===== src/hdl/prrs_pkg.sv =====
`timescale 1ns / 1ps
`default_nettype none
// ----------------------------------------------------------------------------
// prrs_pkg
// Types and constants shared by the priority round-robin scheduler.
// ----------------------------------------------------------------------------
package prrs_pkg;

  localparam int unsigned PRIO_W  = 8;
  localparam int unsigned BURST_W = 16;
  localparam int unsigned ID_W    = 8;
  localparam int unsigned QUANT_W = 16;

  localparam logic [QUANT_W-1:0] QUANTUM_RESET = 16'd10;

  typedef enum logic [1:0] {
    ST_OK    = 2'd0,
    ST_FULL  = 2'd1,
    ST_EMPTY = 2'd2
  } status_e;

  typedef enum logic {
    CMD_ADD      = 1'b0,
    CMD_DISPATCH = 1'b1
  } cmd_e;

  // Input item as seen on the ports
  typedef struct packed {
    logic               action;
    logic [PRIO_W-1:0]  task_priority;
    logic [BURST_W-1:0] task_burst;
  } task_in_t;

  // Result item as seen on the ports
  typedef struct packed {
    status_e            status;
    logic [ID_W-1:0]    task_id;
    logic [BURST_W-1:0] slice_length;
    logic               task_finished;
  } result_t;

  // Classified command held in the queue
  typedef struct packed {
    cmd_e               kind;
    logic [PRIO_W-1:0]  prio;
    logic [BURST_W-1:0] burst;
  } cmd_t;

  // Queue head offered to the back end
  typedef struct packed {
    logic valid;
    cmd_t cmd;
  } qhead_t;

  // One table entry as stored in RAM
  typedef struct packed {
    logic [PRIO_W-1:0]  prio;
    logic [BURST_W-1:0] remaining;
    logic [ID_W-1:0]    id;
  } entry_t;

endpackage
`default_nettype wire


===== src/hdl/prrs_ram.sv =====
`timescale 1ns / 1ps
`default_nettype none
// ----------------------------------------------------------------------------
// prrs_ram
// Generic single-write, single-read RAM with registered read data.
// ----------------------------------------------------------------------------
module prrs_ram #(
  parameter int unsigned WIDTH = 32,
  parameter int unsigned DEPTH = 16
) (
  input  wire logic                     clk_i,
  input  wire logic                     we_i,
  input  wire logic [$clog2(DEPTH)-1:0] waddr_i,
  input  wire logic [WIDTH-1:0]         wdata_i,
  input  wire logic [$clog2(DEPTH)-1:0] raddr_i,
  output logic      [WIDTH-1:0]         rdata_o
);

  logic [WIDTH-1:0] mem_q [DEPTH];

  always_ff @(posedge clk_i) begin
    if (we_i) begin
      mem_q[waddr_i] <= wdata_i;
    end
    rdata_o <= mem_q[raddr_i];
  end

endmodule
`default_nettype wire


===== src/hdl/prrs_front.sv =====
`timescale 1ns / 1ps
`default_nettype none
// ----------------------------------------------------------------------------
// prrs_front
// Accepts items, classifies them as add or dispatch, queues two deep.
// ----------------------------------------------------------------------------
module prrs_front (
  input  wire logic              clk_i,
  input  wire logic              rst_ni,
  input  wire logic              start,
  output logic                   busy,
  input  wire prrs_pkg::task_in_t item_i,
  output prrs_pkg::qhead_t       head_o,
  input  wire logic              pop_i
);
  import prrs_pkg::*;

  cmd_t       fifo_q [2];
  logic       wptr_q, wptr_d;
  logic       rptr_q, rptr_d;
  logic [1:0] cnt_q, cnt_d;
  logic       push;
  cmd_t       cmd_in;

  assign busy = (cnt_q == 2'd2);
  assign push = start && !busy;

  always_comb begin
    cmd_in.kind  = item_i.action ? CMD_DISPATCH : CMD_ADD;
    cmd_in.prio  = item_i.task_priority;
    cmd_in.burst = item_i.task_burst;
  end

  assign head_o.valid = (cnt_q != 2'd0);
  assign head_o.cmd   = fifo_q[rptr_q];

  always_comb begin
    wptr_d = push ? ~wptr_q : wptr_q;
    rptr_d = pop_i ? ~rptr_q : rptr_q;
    cnt_d  = cnt_q + 2'(push) - 2'(pop_i);
  end

  always_ff @(posedge clk_i) begin
    if (push) begin
      fifo_q[wptr_q] <= cmd_in;
    end
  end

  always_ff @(posedge clk_i or negedge rst_ni) begin
    if (!rst_ni) begin
      wptr_q <= 1'b0;
      rptr_q <= 1'b0;
      cnt_q  <= 2'd0;
    end else begin
      wptr_q <= wptr_d;
      rptr_q <= rptr_d;
      cnt_q  <= cnt_d;
    end
  end

endmodule
`default_nettype wire


===== src/hdl/prrs_back.sv =====
`timescale 1ns / 1ps
`default_nettype none
// ----------------------------------------------------------------------------
// prrs_back
// Executes queued commands against the task table, one slot per cycle.
// ----------------------------------------------------------------------------
module prrs_back #(
  parameter int unsigned MAX_TASKS = 16
) (
  input  wire logic                    clk_i,
  input  wire logic                    rst_ni,
  input  wire prrs_pkg::qhead_t        head_i,
  output logic                         pop_o,
  input  wire logic [prrs_pkg::QUANT_W-1:0] quantum_i,
  output logic                         done_o,
  output prrs_pkg::result_t            result_o
);
  import prrs_pkg::*;

  localparam int unsigned IW = $clog2(MAX_TASKS);
  localparam logic [IW-1:0] LastSlot = IW'(MAX_TASKS - 1);

  typedef enum logic [4:0] {
    S_IDLE  = 5'b00001,
    S_ADD   = 5'b00010,
    S_SCAN  = 5'b00100,
    S_DRAIN = 5'b01000,
    S_DONE  = 5'b10000
  } state_e;

  state_e                 state_q, state_d;
  logic [IW-1:0]          cnt_q, cnt_d;
  logic [IW-1:0]          slot_q, slot_d;
  logic [MAX_TASKS-1:0]   valid_q, valid_d;
  logic [ID_W-1:0]        next_id_q, next_id_d;
  logic [IW-1:0]          last_q, last_d;
  logic                   any_q, any_d;
  entry_t                 best_q, best_d;
  logic [IW-1:0]          bslot_q, bslot_d;
  logic                   rd_live_q, rd_vld_q;
  logic [IW-1:0]          rd_slot_q;
  logic [PRIO_W-1:0]      add_prio_q, add_prio_d;
  logic [BURST_W-1:0]     add_burst_q, add_burst_d;
  logic                   done_q, done_d;
  result_t                res_q, res_d;

  logic                   we;
  logic [IW-1:0]          waddr;
  entry_t                 wdata;
  entry_t                 rdata;

  logic [QUANT_W-1:0]     quant;
  logic [BURST_W-1:0]     slice;
  logic [BURST_W-1:0]     new_rem;

  prrs_ram #(
    .WIDTH ($bits(entry_t)),
    .DEPTH (MAX_TASKS)
  ) u_table (
    .clk_i   (clk_i),
    .we_i    (we),
    .waddr_i (waddr),
    .wdata_i (wdata),
    .raddr_i (slot_q),
    .rdata_o (rdata)
  );

  function automatic logic [IW-1:0] step_slot(input logic [IW-1:0] s);
    step_slot = (s == LastSlot) ? '0 : s + IW'(1);
  endfunction

  // slice = min(remaining, quantum), quantum of zero counts as one
  always_comb begin
    quant   = (quantum_i == '0) ? QUANT_W'(1) : quantum_i;
    slice   = (best_q.remaining > quant) ? quant : best_q.remaining;
    new_rem = best_q.remaining - slice;
  end

  assign done_o   = done_q;
  assign result_o = res_q;

  always_comb begin
    state_d     = state_q;
    cnt_d       = cnt_q;
    slot_d      = slot_q;
    valid_d     = valid_q;
    next_id_d   = next_id_q;
    last_d      = last_q;
    any_d       = any_q;
    best_d      = best_q;
    bslot_d     = bslot_q;
    add_prio_d  = add_prio_q;
    add_burst_d = add_burst_q;
    done_d      = 1'b0;
    res_d       = '0;
    pop_o       = 1'b0;
    we          = 1'b0;
    waddr       = '0;
    wdata       = '0;

    // Compare each returned entry; the scan runs in cyclic order from the
    // slot after the last served one, so the first strict maximum wins ties.
    if (rd_live_q && rd_vld_q && (!any_q || (rdata.prio > best_q.prio))) begin
      any_d   = 1'b1;
      best_d  = rdata;
      bslot_d = rd_slot_q;
    end

    unique case (state_q)
      S_IDLE: begin
        if (head_i.valid) begin
          pop_o = 1'b1;
          cnt_d = '0;
          if (head_i.cmd.kind == CMD_ADD) begin
            add_prio_d  = head_i.cmd.prio;
            add_burst_d = head_i.cmd.burst;
            state_d     = S_ADD;
          end else begin
            slot_d  = step_slot(last_q);
            any_d   = 1'b0;
            state_d = S_SCAN;
          end
        end
      end
      S_ADD: begin
        if (!valid_q[cnt_q]) begin
          we                = 1'b1;
          waddr             = cnt_q;
          wdata.prio        = add_prio_q;
          wdata.remaining   = add_burst_q;
          wdata.id          = next_id_q;
          valid_d[cnt_q]    = 1'b1;
          done_d            = 1'b1;
          res_d.status      = ST_OK;
          res_d.task_id     = next_id_q;
          next_id_d         = next_id_q + ID_W'(1);
          state_d           = S_IDLE;
        end else if (cnt_q == LastSlot) begin
          done_d       = 1'b1;
          res_d.status = ST_FULL;
          state_d      = S_IDLE;
        end else begin
          cnt_d = cnt_q + IW'(1);
        end
      end
      S_SCAN: begin
        slot_d = step_slot(slot_q);
        if (cnt_q == LastSlot) begin
          state_d = S_DRAIN;
        end else begin
          cnt_d = cnt_q + IW'(1);
        end
      end
      S_DRAIN: begin
        state_d = S_DONE;
      end
      S_DONE: begin
        done_d  = 1'b1;
        state_d = S_IDLE;
        if (!any_q) begin
          res_d.status = ST_EMPTY;
        end else begin
          we                  = 1'b1;
          waddr               = bslot_q;
          wdata.prio          = best_q.prio;
          wdata.remaining     = new_rem;
          wdata.id            = best_q.id;
          last_d              = bslot_q;
          if (new_rem == '0) begin
            valid_d[bslot_q] = 1'b0;
          end
          res_d.status        = ST_OK;
          res_d.task_id       = best_q.id;
          res_d.slice_length  = slice;
          res_d.task_finished = (new_rem == '0);
        end
      end
      default: begin
        state_d = S_IDLE;
      end
    endcase
  end

  always_ff @(posedge clk_i) begin
    best_q      <= best_d;
    bslot_q     <= bslot_d;
    slot_q      <= slot_d;
    rd_slot_q   <= slot_q;
    rd_vld_q    <= valid_q[slot_q];
    add_prio_q  <= add_prio_d;
    add_burst_q <= add_burst_d;
    res_q       <= res_d;
  end

  always_ff @(posedge clk_i or negedge rst_ni) begin
    if (!rst_ni) begin
      state_q   <= S_IDLE;
      cnt_q     <= '0;
      valid_q   <= '0;
      next_id_q <= '0;
      last_q    <= '0;
      any_q     <= 1'b0;
      rd_live_q <= 1'b0;
      done_q    <= 1'b0;
    end else begin
      state_q   <= state_d;
      cnt_q     <= cnt_d;
      valid_q   <= valid_d;
      next_id_q <= next_id_d;
      last_q    <= last_d;
      any_q     <= any_d;
      rd_live_q <= (state_q == S_SCAN);
      done_q    <= done_d;
    end
  end

endmodule
`default_nettype wire


===== src/hdl/priority_round_robin_scheduler.sv =====
`timescale 1ns / 1ps
`default_nettype none
// ----------------------------------------------------------------------------
// priority_round_robin_scheduler
// Task table with highest-priority dispatch and round robin among equals.
// ----------------------------------------------------------------------------
// Drive an item with start while busy is low; every item gives exactly one
// result, shown on result_o for one cycle with done_o high, and the receiver
// must take it then. An add walks the valid bits from slot 0 one slot per
// cycle and answers once it finds a free slot or has checked the last one;
// a dispatch walks the whole table in cyclic order through the single read
// port of the table RAM, one slot per cycle, then answers with the task it
// picked or with an empty status. The front end holds up to two items, so
// busy rises only when two items wait behind the one in progress. Write the
// quantum only while no item is outstanding; a quantum of 0 acts as 1.
//
// Structure:
//   prrs_front : accepts and classifies items into a two-entry queue
//   prrs_back  : sequencer that searches the table and updates entries
//   prrs_ram   : entry store (priority, remaining burst, task id)
// ----------------------------------------------------------------------------
module priority_round_robin_scheduler #(
  parameter int unsigned MAX_TASKS = 16
) (
  input  wire logic                          clk_i,
  input  wire logic                          rst_ni,
  input  wire logic                          start,
  output logic                               busy,
  input  wire prrs_pkg::task_in_t            item_i,
  input  wire logic                          cfg_we_i,
  input  wire logic [prrs_pkg::QUANT_W-1:0]  cfg_wdata_i,
  output logic                               done_o,
  output prrs_pkg::result_t                  result_o
);
  import prrs_pkg::*;

  qhead_t             head;
  logic               pop;
  logic [QUANT_W-1:0] quantum_q;

  // Time quantum register
  always_ff @(posedge clk_i or negedge rst_ni) begin
    if (!rst_ni) begin
      quantum_q <= QUANTUM_RESET;
    end else if (cfg_we_i) begin
      quantum_q <= cfg_wdata_i;
    end
  end

  prrs_front u_front (
    .clk_i  (clk_i),
    .rst_ni (rst_ni),
    .start  (start),
    .busy   (busy),
    .item_i (item_i),
    .head_o (head),
    .pop_i  (pop)
  );

  prrs_back #(
    .MAX_TASKS (MAX_TASKS)
  ) u_back (
    .clk_i     (clk_i),
    .rst_ni    (rst_ni),
    .head_i    (head),
    .pop_o     (pop),
    .quantum_i (quantum_q),
    .done_o    (done_o),
    .result_o  (result_o)
  );

endmodule
`default_nettype wire


===== config.mk =====
export PLATFORM = sky130hd
export DESIGN_NAME = priority_round_robin_scheduler
export DESIGN_NICKNAME = d
export VERILOG_FILES = /design/src/hdl/prrs_pkg.sv /design/src/hdl/prrs_ram.sv /design/src/hdl/prrs_front.sv /design/src/hdl/prrs_back.sv /design/src/hdl/priority_round_robin_scheduler.sv
export SDC_FILE = /design/constraint.sdc
export NUM_CORES = 1
export LEC_CHECK = 0
export BUFFER_PORTS_ARGS = -buffer_cell sky130_fd_sc_hd__clkbuf_2
export CORE_MARGIN = 5
export CORE_UTILIZATION = 65
export DETAILED_ROUTE_END_ITERATION = 10
export MAX_ROUTING_LAYER = met4
export PLACE_DENSITY = 0.92
export SYNTH_ARGS = -nofsm -noshare
export SYNTH_HDL_FRONTEND = slang
export SYNTH_SLANG_ARGS = --single-unit

===== constraint.sdc =====
create_clock -name clk_i -period 13.5 [get_ports clk_i]
set_input_delay 1.35 -clock clk_i [delete_from_list [all_inputs] [get_ports clk_i]]
set_output_delay 1.35 -clock clk_i [all_outputs]
set_load 0.005 [all_outputs]

==> run_results.csv, run 1 <==
group,metric,value,unit
worst_setup_path,worstPathArrival,6.61,ns
worst_setup_path,path_cells,"nor4_1 > a41oi_1 > inv_1 > ha_1 > nor2b_1 > o211ai_1 > a2111oi_2 > o31a_4 > mux2i_1 > inv_1 > fa_1 > a21boi_0 > o21ai_0 > o22a_1 > mux2i_1 > xnor2_1 > inv_1 > or4_1 > nor4_4 > a31oi_1",
route,routed_via_density,7.034,
run_status,status,"finished clean",
synth,synth_edf_count,626,
synth,synth.distinct_cells,72,
timing,finalClockSkew,0.02842,ns
finish,fin_area,0.03361,mm2
worst_setup_path,crit_slowest_cell,"a2111oi_2",
route,drt_iter0_drc,2354,
hold_path,hp-class,"flop to flop",
clock_network,cts_sinks,750,
synth,ys_warn_count,0,
worst_setup_path,crit_family,"compound AO/OA/AOI/OAI gates",
worst_setup_path,cp-start-kind,"flop",
timing,min_period,6.179,ns
placed_design,io_buffers,73,
floorplanning,rows,78,
grt,grt_usage,0.3144,
floorplanning,die_h,224.6,um
timing,setup_violations,0,
finish,synthToLayoutAreaGrowth,12.34,%
timing,maxSlewHeadroom,0.1095,
floorplanning,coreArea,0.04548,mm2
synth,synth_nets,1744,
timing,fmax,161.8,MHz
timing,rsz0062_at_grt,"no",
worst_setup_path,critPathCaptureType,"flop",
route,wire_per_inst,31.24,um
clock_network,h-tree-depth,3,
finish,fin_util,0.7391,
worst_setup_path,cp.required,13.93,ns
timing,layout_setup_ws,7.321,ns
floorplanning,ios,74,
grt,grt_pass1_vias,17349,
finish,fin_nets,1861,
synth,postSynthAreaPerCell,18.10,um2
synth,synth-seq-cells,750,
finish,drive_gt1_frac,0.2551,
worst_setup_path,worst-setup-path-type,"flop to flop",
clock_network,hold_buffers,0,
grt,grt_overflow,0,
timing,worst_pin_slew,1.322,ns
worst_setup_path,path_buf_inv,3,
pwr,finalPower,5.908,mW
worst_setup_path,crit_top_cell,"inv_1",
clock_network,cts_root_buf,"clkbuf_16",
synth,synth_area_leaders,"edfxtp_1 63%, mux4_2 13%, dfrtp_1 4.8%, dfxtp_1 4.3%, ha_1 1.9%",
grt,grt_pass1_wl,112.8,mm
placed_design,place_congestion,0.9097,
finish,final_cell_mix,"626 x edfxtp_1, 170 x mux4_2, 108 x nand2_1, 73 x clkbuf_16, 73 x clkbuf_2",
route,ant_nets,0,
worst_setup_path,cp_max_fo,26,
synth,synthCells,1653,
clock_network,clkLatencyLatePin,0.61,ns
placed_design,pre_cts_ws,7.157,ns
floorplanning,dieArea,0.05042,mm2
synth,yosysTopAreaCellShare,0.6283,
finish,final_common_cell,"edfxtp_1",
pwr,power.density,175.8,mW/mm2
timing,maxSlewViolCount,0,
floorplanning,die_x,224.6,um
clock_network,clk_pin_slew_worst_paths,0.06,ns
grt,antenna_found_initial,1,
synth,syn_area,0.02992,mm2
timing,tns,0,ns
clock_network,cts_resized,0,
placed_design,dp.final_hpwl,39.20,mm
worst_setup_path,critPathMaxStageDelay,0.70,ns
route,dr.pass1.iters,6,
clock_network,cts_tree,"done",
clock_network,cts.path.max_buffers,3,
route,routed_wl,75.85,mm
synth,synth_ff_type,"edfxtp_1",
route,dr_total_vias,17078,
route,remaining_drc_errors,0,
flow_run,max_cap_viol_count,0,
pwr,p_leak,11.63,nW
pwr,peakVddDrop,0.0002104,V
floorplanning,start_util,0.6579,
timing,min_period_over_period,0.4577,
timing,final_hold_viol_count,0,
grt,grt_max_degree,104,
clock_network,cts_buffers,72,
placed_design,placed_area,0.03124,mm2
synth,synth_top_cell_by_area,"edfxtp_1",
synth,yosysSeqAreaShare,0.7214,
synth,async_flop_share,0.08000,
clock_network,postCtsSetupRepairBufs,0,
path summary, 6_finish.rpt:
kind,startpoint,endpoint,slack (ns),cells after the start
hold / removal,u_back.u_table.rdata_o[9],u_back.best_q[9],0.40,0
hold reg to reg,u_back.u_table.rdata_o[9],u_back.best_q[9],0.40,0
setup reg to reg,quantum_q[3],u_back.valid_q[13],7.32,20
setup / recovery,quantum_q[3],u_back.valid_q[13],7.32,20
min in group asynchronous,rst_ni,u_front.wptr_q,0.95,2
max in group asynchronous,rst_ni,quantum_q[2],11.91,2
metrics by stage:
step | hold slack (ns) | instances
after CTS | 0.4020 | 2427
after global routing | 0.4102 | 2428
after detailed placement | 0.3887 | 2296
after global placement | 0.3854 | 2296
final | 0.4029 | 2428
after floorplan | 0.3462 | 1653
sequential cells by signal, summed over array words and instances, names as in the netlist, 2 cells and up:
signal and count:
quantum_q 16, u_back.add_burst_q 16, u_back.add_prio_q 8, u_back.best_q 32, u_back.bslot_q 4, u_back.cnt_q 4, u_back.last_q 4, u_back.next_id_q 8
u_back.rd_slot_q 4, u_back.result_o 27, u_back.slot_q 4, u_back.state_q 5, u_back.u_table.mem_q 512, u_back.u_table.rdata_o 32, u_back.valid_q 16, u_front.cnt_q 2
u_front.fifo_q 50
layer usage:
metal | routed length [um] | global-route usage
met5 | 0 | -
met1 | 26740 | 0.4043
met4 | 3400 | 0.1251
met3 | 7611 | 0.05560
met2 | 38100 | 0.5102
logic make-up after synthesis:
logic type | after synthesis | share of synthesized area
AND/OR/NAND/NOR | 288 | 0.04596
flip-flops | 750 | 0.7214
adder cells (fa/ha/maj) | 48 | 0.02016
multiplexers | 212 | 0.1432
XOR/XNOR | 31 | 0.009074
buffers and inverters | 118 | 0.01535
AO/OA/AOI/OAI | 206 | 0.04491
area by class of cell:
class	instances	area (um2)
antenna	1	2.502
clock buffer	93	1942
clock inverter	38	426.7
fill	2460	11870
inverter	43	161.4
multi-input combinational	785	8030
sequential	750	21580
tap	600	750.7
timing repair buffer	118	715.7
cells in the mapped netlist, types with 4 or more instances:
library cell / n
edfxtp_1: 626
mux4_2: 170
nand2_1: 108
nor2_1: 71
o21ai_0: 66
dfxtp_1: 64
dfrtp_1: 57
clkbuf_1: 53
a21oi_1: 46
ha_1: 45
inv_1: 43
mux2_2: 28
a31oi_1: 24
nand3_1: 18
nor2b_1: 17
xnor2_1: 17
a22o_1: 16
buf_1: 16
mux2i_1: 14
xor2_1: 14
nor3_1: 13
a21o_1: 11
nand2b_1: 11
nand4_1: 9
nor4_1: 8
and2_1: 7
and3_1: 6
o211ai_1: 6
buf_2: 4
power breakdown:
part           internal (mW)  total [mW]  switching (mW)  leakage [nW]
sequential              2.72        2.82           0.106          7.06
clock                   1.18        2.05           0.874          1.14
combinational          0.445        1.03           0.587          3.43
total                   4.34        5.91            1.57          11.6
No activity file was read; power rests on OpenSTA's default activity.
==> run 2, diff against run 1 <==
--- a/config.mk
+++ b/config.mk
@@ -7,10 +7,10 @@
 export LEC_CHECK = 0
 export BUFFER_PORTS_ARGS = -buffer_cell sky130_fd_sc_hd__clkbuf_2
 export CORE_MARGIN = 5
-export CORE_UTILIZATION = 65
+export CORE_UTILIZATION = 56
 export DETAILED_ROUTE_END_ITERATION = 10
 export MAX_ROUTING_LAYER = met4
-export PLACE_DENSITY = 0.92
+export PLACE_DENSITY = 0.85
 export SYNTH_ARGS = -nofsm -noshare
 export SYNTH_HDL_FRONTEND = slang
 export SYNTH_SLANG_ARGS = --single-unit
==> constraint.sdc (replaced) <==
create_clock -name clk_i -period 5.48 [get_ports clk_i]
set_input_delay 0.548 -clock clk_i [delete_from_list [all_inputs] [get_ports clk_i]]
set_output_delay 0.548 -clock clk_i [all_outputs]
set_load 0.005 [all_outputs]
==> run 2 against run 1 <==
Compared with the run above: clock-buffer cell count rose by 6; die area rose by 15%; hold slack worse by 0.29 ns; power up 150%; final area is 1.5% higher.
==> run_results.csv, run 2 (same netlist as run 1, synthesis figures left out) <==
group,metric,value,unit
run_status,status,"finished clean",
finish,multi_input_area,0.008059,mm2
timing,final_hold_viol_count,0,
placed_design,io_buffers,73,
worst_setup_path,crit_slowest_cell,"dfstp_2",
worst_setup_path,critPathCaptureType,"flop",
timing,maxSlewHeadroom,0.09218,
route,drt_iter0_drc,2021,
clock_network,h-tree-depth,3,
floorplanning,die_h,241.2,um
pwr,p_leak,11.81,nW
floorplanning,start_util,0.5671,
timing,min_period_over_period,0.9574,
finish,final_cell_mix,"626 x edfxtp_1, 170 x mux4_2, 108 x nand2_1, 77 x clkbuf_16, 73 x clkbuf_2",
timing,rsz0062_at_grt,"no",
floorplanning,ios,74,
finish,fin_area,0.03412,mm2
flow_run,max_cap_viol_count,0,
grt,grt_pass1_vias,16875,
finish,final_common_cell,"edfxtp_1",
floorplanning,dieArea,0.05815,mm2
route,routed_via_density,6.555,
worst_setup_path,worstPathArrival,5.72,ns
worst_setup_path,critPathMaxStageDelay,0.63,ns
worst_setup_path,path_cells,"nor4_2 > a41oi_1 > inv_1 > ha_1 > nor2b_1 > o211ai_1 > a2111oi_4 > o31ai_4 > nand2_1 > o21ai_0 > ha_1 > fa_1 > a21boi_0 > o21ai_0 > o22a_1 > mux2i_1 > xnor2_1 > inv_1 > or4_1 > nor4_4 > buf_4 > a31oi_1",
clock_network,hold_buffers,0,
timing,finalClockSkew,0.03666,ns
grt,grt_overflow,0,
route,remaining_drc_errors,0,
grt,grt_max_degree,133,
clock_network,clkLatencyLatePin,0.63,ns
clock_network,cts.path.max_buffers,3,
finish,top_regs,"u_back.u_table.mem_q (512), u_front.fifo_q (50)",
placed_design,pre_cts_ws,0.008875,ns
clock_network,cts_sinks,750,
pwr,peakVddDrop,0.0002673,V
hold_path,hp-class,"input pin to flop",
route,dr.pass1.iters,8,
route,ant_nets,0,
floorplanning,rows,84,
timing,min_period,5.247,ns
timing,setup_violations,0,
floorplanning,coreArea,0.05276,mm2
grt,antenna_found_initial,0,
timing,tns,0,ns
route,routed_wl,72.27,mm
timing,maxSlewViolCount,0,
finish,drive_gt1_frac,0.2639,
pwr,power.density,426.2,mW/mm2
clock_network,clk_pin_slew_worst_paths,0.06,ns
finish,seqCellArea,0.02158,mm2
finish,fin_nets,1883,
worst_setup_path,cp.required,5.95,ns
placed_design,dp_cells,2403,
clock_network,cts_buffers,73,
finish,synthToLayoutAreaGrowth,14.02,%
clock_network,cts_root_buf,"clkbuf_16",
route,dr_total_vias,16656,
timing,fmax,190.6,MHz
clock_network,cts_tree,"done",
worst_setup_path,worst-setup-path-type,"flop to flop",
worst_setup_path,cp-start-kind,"flop",
finish,largest_reg_flops,512,
timing,layout_setup_ws,0.2334,ns
finish,diodes,0,
route,wire_per_inst,28.44,um
worst_setup_path,cp_max_fo,16,
grt,grt_pass1_wl,107.8,mm
placed_design,place_congestion,0.9197,
grt,grt_usage,0.2595,
timing,worst_pin_slew,1.347,ns
floorplanning,die_x,241.2,um
placed_design,placed_area,0.03163,mm2
placed_design,dp.final_hpwl,40.77,mm
timing,fin_hold_ws,0.1152,ns
finish,fillCellCount,3335,
finish,fin_cells,2541,
finish,top_register,"u_back.u_table.mem_q",
-- run 2: cell count changes in the layout (fill, tap and decap cells not counted), moves of 3 or more --
cell	previous run	this run
clkinv_1	4	8
buf_4	44	55
buf_12	1	11
clkinvlp_4	9	4
clkbuf_16	73	77
clkbuf_1	16	19
inv_6	4	1
-- run 2: layer usage --
layer | GRT usage | wire [um]
met2 | 0.4250 | 36760
met4 | 0.07711 | 1907
met5 | - | 0
met3 | 0.03840 | 5939
met1 | 0.3457 | 27660
-- run 2: final timing paths --
| path | start | endpoint | slack [ns] | depth (start not counted) |
|---|---|---|---|---|
| max in group asynchronous | rst_ni | quantum_q[2] | 4.76 | 2 |
| min in group asynchronous | rst_ni | u_back.cnt_q[2] | 0.13 | 2 |
| max | quantum_q[3] | u_back.valid_q[5] | 0.23 | 22 |
| max reg2reg | quantum_q[3] | u_back.valid_q[5] | 0.23 | 22 |
| min reg2reg | u_back.rd_slot_q[0] | u_back.bslot_q[0] | 0.41 | 0 |
| min | item_i[18] | u_front.fifo_q[0][18] | 0.12 | 1 |
-- run 2: what timing repair did --
action	4_1_cts	5_1_grt
buffers inserted	0	2
gates resized for setup	1	3
setup endpoints to repair	9	65
pin swaps	0	1
-- run 2: layout make-up --
type	instances	area share
multi-input combinational	785	0.2362
timing repair buffer	139	0.02927
inverter	43	0.004731
sequential	750	0.6327
clock buffer	99	0.05978
tap	688	0.02523
clock inverter	37	0.01210
-- run 2: critical path: cells and delay by family, from the launching register on --
kind                     cells  cell delay (ns)
multiplexers                 1             0.15
XOR/XNOR                     1             0.18
buffers and inverters        3             0.41
flip-flops                   1             0.63
AO/OA/AOI/OAI                9             1.92
AND/OR/NAND/NOR              5             0.99
adder cells (fa/ha/maj)      3             0.81
-- run 2: stage by stage --
stage                     utilization  power, mW
final                          0.6466      14.54
after global routing           0.6466      15.07
after CTS                      0.6461      14.59
after detailed placement       0.5996      9.474
after global placement         0.5996      9.379
after floorplan                     -      8.710
-- run 2: power breakdown --
part           switching, mW  internal [mW]
sequential             0.261           6.69
clock                   2.17           2.93
combinational           1.37           1.11
